[src/rtl/sn2d_ram.sv]
module sn2d_ram #(
   parameter int WIDTH = 8,
   parameter int DEPTH = 256
) (
   input  logic                     clock,
   input  logic                     wr_en,
   input  logic [$clog2(DEPTH)-1:0] wr_addr,
   input  logic [WIDTH-1:0]         wr_data,
   input  logic                     rd_en,
   input  logic [$clog2(DEPTH)-1:0] rd_addr,
   output logic [WIDTH-1:0]         rd_data
);

   logic [WIDTH-1:0] mem [DEPTH];
   logic [WIDTH-1:0] rd_data_ff;

   // One write port and one registered read port; the read holds while disabled.
   always_ff @(posedge clock) begin
      if (wr_en) begin
         mem[wr_addr] <= wr_data;
      end
      if (rd_en) begin
         rd_data_ff <= mem[rd_addr];
      end
   end

   assign rd_data = rd_data_ff;

endmodule

[config.mk]
export PLATFORM = sky130hd
export DESIGN_NAME = sn2d_ram
export DESIGN_NICKNAME = d
export VERILOG_FILES = /design/src/rtl/sn2d_ram.sv
export SDC_FILE = /design/constraint.sdc
export NUM_CORES = 2
export LEC_CHECK = 0
export BUFFER_PORTS_ARGS = -buffer_cell sky130_fd_sc_hd__buf_2
export CORE_MARGIN = 5
export CORE_UTILIZATION = 30
export CTS_CLUSTER_DIAMETER = 200
export DETAILED_ROUTE_END_ITERATION = 10
export PLACE_DENSITY = 0.5
export SYNTH_ARGS = -nofsm -noshare
export SYNTH_HDL_FRONTEND = slang
export SYNTH_SLANG_ARGS = --single-unit
[constraint.sdc]
create_clock -name clock -period 4.45 [get_ports clock]
set_input_delay 0.2225 -clock clock [delete_from_list [all_inputs] [get_ports clock]]
set_output_delay 0.2225 -clock clock [all_outputs]
set_load 0.02 [all_outputs]
Word level (Yosys, flattened, before mapping)
Memories as Yosys holds them, arrays and structs flattened. A register that Yosys moved wholly into a read port is not among the register bits.
Index checks and enable logic that the tools add are counted.
{ "op_classes": {"n_mux": 2} }
{ "op_table": {"columns": ["op", "n"], "rows": [
  ["1-bit 2-to-1 mux", 2]
]} }
{ "word_totals": {"memories": 1, "ff_bits": 0, "word_cells": 3, "ram_bits": 2048, "input_bits": 27} }
{ "mem_list": {"columns": ["memory", "depth", "width", "read_ports", "rd_clocked_by_memory_dff", "wr", "line", "rtl"], "rows": [
  ["mem", 256, 8, 1, 1, 1, "14", "logic [WIDTH-1:0] mem [DEPTH];"]
]} }

Logic depth before layout (Yosys ltp)
{ "logic_depth": {"depth_word": 2, "mapped_depth": 11} }

Least setup slack after synthesis
Ideal clock, no wire load.
{ "synth_path": {"path_type": "input -> register", "start": "input rd_addr[0]", "end": "register rd_data_ff[2] (netlist: rd_data[2]) (read register of mem), data pin", "path_buffers": 4, "slack_ns": 2.151, "stages": 9, "t_arrival_ns": 2.030, "cell_sequence": "buf_6 -> buf_12 -> buf_8 -> buf_2 -> mux4_2 -> a22oi_1 -> a21oi_1 -> nor4_1 -> nor4_2"} }
{ "synth_lines": {"columns": ["element", "line", "rtl"], "rows": [
  ["start: declaration", "10", "input logic [$clog2(DEPTH)-1:0] rd_addr,"],
  ["end: declaration", "15", "logic [WIDTH-1:0] rd_data_ff;"]
]} }

==> key figures <==
Synthesis
  • Number of library cell types mapped by synthesis: 54
  • Fraction of registers with async set/reset: 0
  • Synth Net Count: 3,760
  • Instance count of the mapped netlist: 3,733
  • Register bit total from synthesis: 2,056
  • Synthesized area: between 70,000 and 80,000 um2
  • Syn avg cell area: between 20 and 25 um2
  • Predominant post-synthesis flop cell: sky130_fd_sc_hd__edfxtp_1
  • EDFF count, synth: just over 2,000
  • Number of warnings issued by yosys: 0
  • Sequential-to-total area share from yosys stat: 0.775

Timing
  • Sum Neg Setup Slack: 0 ns
  • Worst rel slew slack: 0.130
  • Number of setup violations in the final report: 0
  • Clock Skew: 0.0507 ns
  • Number of failing hold endpoints at the final stage: 0
  • Slew Limit Fails: 0
  • PnR worst setup slack: 1.46 ns
  • Top achievable clock speed: ~330 MHz
  • Actual slew at the worst max-slew pin: 1.30 ns
  • Ratio of final minimum period to clock period: 0.672
  • RSZ-0062 raised after global routing: no
  • Minimum period implied by the final worst setup slack: 2.99 ns

Routing
  • Number of design-rule violations left by the first detailed-router iteration: 3,686
  • ANT nets after route: 0
  • Number of remaining DRC errors: 0
  • Wire per inst: 28.4 um
  • Wire length reported by the detailed router: 217,000 um
  • Overall via count from detail_route: about 39,000
  • 1st-pass router iterations: 7
  • Per-cell via count in the routed design: 5.07

Die
  • Placeable core region: about 260,000 um2
  • DIE WIDTH: 525 um
  • Die ar.: 276,000 um2
  • Die height: 525 um
  • I/O pin cnt: 35
  • Floorplan row count: 189
  • Initial standard-cell utilization of the core: 0.301

Final layout
  • Commonest non-fill, non-tap cell in the layout: sky130_fd_sc_hd__edfxtp_1
  • Net count reported at finish: 3,959
  • Proportion of layout cells with a drive suffix above 1: 0.237
  • Synthesis-to-layout area growth: 14.7%
  • Share of the core filled with cells: 0.345
  • Filler cell count in the final layout: 24,500
  • Most used cells in the layout excluding fill and tap cells: 2,056 x sky130_fd_sc_hd__edfxtp_1, 454 x sky130_fd_sc_hd__mux4_2, 279 x sky130_fd_sc_hd__nor2_1

Clock network
  • TritonCTS clock tree: yes
  • Number of buffers created by CTS: 210
  • H-tree depth reported by CTS: 4
  • Post-CTS clock slew at the launch and capture registers of the worst setup and hold paths: about 0.060 ns
  • Clk buf depth: 3
  • Root Driver: sky130_fd_sc_hd__clkbuf_16
  • Num Clock Sinks: slightly above 2,000
  • Worst-Skew Late Latency: 0.86 ns
  • Post-CTS sizing: 0

Place
  • Minimum setup slack after placement: 0.516 ns
  • Placed wire-length estimate after detailed placement: 135,000 um
  • Count of input and output buffers: 34
  • GPL Wtd Cong: 0.804

GRT
  • Antenna violations before repair: 17
  • Total global routing overflow: 0
  • Vias in the first global route: 39,600
  • Wire length of the first global-routing pass: 308,000 um
  • Maximum number of pins on one net before global-route repair: 136
  • Overall fraction of global-route tracks in use: 0.154

Min path
  • Worst min-delay path category: primary input to flop

Setup path
  • CP Data Arrival Time: 3.55 ns
  • Delay of the slowest critical-path stage: 0.76 ns
  • Critical path, cell by cell: mux4_2 > a22o_1 > a221oi_1 > o32ai_1 > nor3_1 > nor4_1
  • Largest fanout on the critical path: 1
  • Flop-to-flop setup slack: 1.46 ns
  • WP data required: roughly 5.0 ns
  • Cell with the largest stage delay on the worst path: sky130_fd_sc_hd__nor3_1
  • Endpoint type of the worst setup path: flop
  • Nature of the critical path startpoint: flop
  • Kind of critical path: flop to flop

Power
  • Pwr Total: around 41 mW
  • Highest ir drop seen on vdd: 0.457 mV
  • Sequential group share of total power: 0.528
  • Fraction of power spent switching nets: 0.220
  • Leakage component of the power: roughly 28 nW
  • Share of power burned in combinational logic: 0.050
  • Internal power of the cells: 31.6 mW
  • Net switching power of the design: approximately 9 mW
  • Pwr per Cell Area: 444 nW/um2
  • Clock Power Share: 0.422

Status
  • Outcome: complete, no violations

Run
  • Total of max-cap violations: 0
-- sequential cells by signal, summed over array words and instances (netlist names) --
name     count
rd_data      8
mem       2048
-- through the flow --
stage	std cells	cell area, um2	hold slack, ns
2_1_floorplan	3733	79600	0.321
3_3_place_gp	7244	84600	0.679
3_5_place_dp	7244	84600	0.688
4_1_cts	7639	91300	0.113
5_1_grt	7652	91400	0.164
6_report	7652	91400	0.231
-- cells in the mapped netlist (3+ instances only) --
library cell               instances  area share
sky130_fd_sc_hd__o22ai_1          28      0.0022
sky130_fd_sc_hd__nand2b_1          8     0.00063
sky130_fd_sc_hd__a21oi_1          96      0.0060
sky130_fd_sc_hd__buf_4            27      0.0025
sky130_fd_sc_hd__buf_1            22      0.0010
sky130_fd_sc_hd__nor3_1           22      0.0014
sky130_fd_sc_hd__nor4_2            3     0.00047
sky130_fd_sc_hd__buf_8            13      0.0025
sky130_fd_sc_hd__a22oi_1         133       0.013
sky130_fd_sc_hd__buf_2            31      0.0019
sky130_fd_sc_hd__edfxtp_1       2056        0.78
sky130_fd_sc_hd__a22o_1            8     0.00088
sky130_fd_sc_hd__nand4_1          10     0.00079
sky130_fd_sc_hd__mux2i_1         134       0.017
sky130_fd_sc_hd__o22a_1            5     0.00055
sky130_fd_sc_hd__buf_12            8      0.0020
sky130_fd_sc_hd__nand3_1          34      0.0021
sky130_fd_sc_hd__nor2b_1          31      0.0024
sky130_fd_sc_hd__o32ai_1           4     0.00044
sky130_fd_sc_hd__o211ai_1         10     0.00094
sky130_fd_sc_hd__or2_2             4     0.00031
sky130_fd_sc_hd__mux4_2          454        0.13
sky130_fd_sc_hd__nor2_1          282       0.013
sky130_fd_sc_hd__nor4_1           24      0.0019
sky130_fd_sc_hd__a211oi_1         16      0.0015
sky130_fd_sc_hd__a221oi_1         13      0.0014
sky130_fd_sc_hd__o21ai_0          10     0.00063
sky130_fd_sc_hd__clkbuf_1        111      0.0052
sky130_fd_sc_hd__o221ai_1         46      0.0051
sky130_fd_sc_hd__buf_6            21      0.0030
sky130_fd_sc_hd__nand2_1          33      0.0016
sky130_fd_sc_hd__and2_1            6     0.00047
-- power groups by stage --
| stage | combinational (mW) | clock, mW | sequential, mW |
|---|---|---|---|
| 6_report | 2.01 | 17.1 | 21.4 |
| 5_1_grt | 2.13 | 18.3 | 21.4 |
| 4_1_cts | 2.04 | 17.5 | 21.4 |
| 3_5_place_dp | 2.03 | 0 | 21.8 |
| 3_3_place_gp | 2.02 | 0 | 21.8 |
| 2_1_floorplan | 1.04 | 0 | 21.8 |
-- worst paths after layout --
check / start / to / cells after the start
max reg2reg: mem[83][3] / rd_data[3] / 6
min reg2reg: mem[176][4] / rd_data[4] / 5
max: mem[83][3] / rd_data[3] / 6
min: wr_addr[3] / mem[140][5] / 4
-- repair_timing --
| item | 4_1_cts | 5_1_grt |
|---|---|---|
| buffers inserted | 0 | 0 |
| hold buffers | 9 | 0 |
| hold endpoints to repair | 499 | 0 |
-- cell families (layout without fill, tap and decap cells) --
group	Yosys count	after routing	synth area share
compound gates	385	385	0.0342
flops	2056	2056	0.775
simple gates	466	466	0.0263
mux	591	591	0.146
other cells	0	13	0
buf+inv	235	608	0.0183
-- per-layer routing --
metal  routed length (um)  global-route usage
met4                 6260              0.0475
met5                    0                   0
met3                11600              0.0236
met2               103000               0.244
met1                96500               0.219
-- area by class of cell --
| class | instances | area (um2) | share of cell area |
|---|---|---|---|
| Multi-Input combinational cell | 1442 | 16500 | 0.181 |
| Clock buffer | 262 | 5470 | 0.0599 |
| Sequential cell | 2056 | 61700 | 0.676 |
| Antenna cell | 13 | 32.5 | 0.000356 |
| Inverter | 2 | 7.51 | 0.0000822 |
| Tap cell | 3533 | 4420 | 0.0484 |
| Clock inverter | 124 | 1170 | 0.0128 |
| Timing Repair Buffer | 220 | 1990 | 0.0218 |
-- worst max-delay path: cells and delay by family (launching register included) --
kind             cells  cell delay (ns)
AO/OA/AOI/OAI        3             0.90
flip-flops           1             0.39
multiplexers         1             0.49
AND/OR/NAND/NOR      2             0.92
No activity file was read; power rests on OpenSTA's default activity.
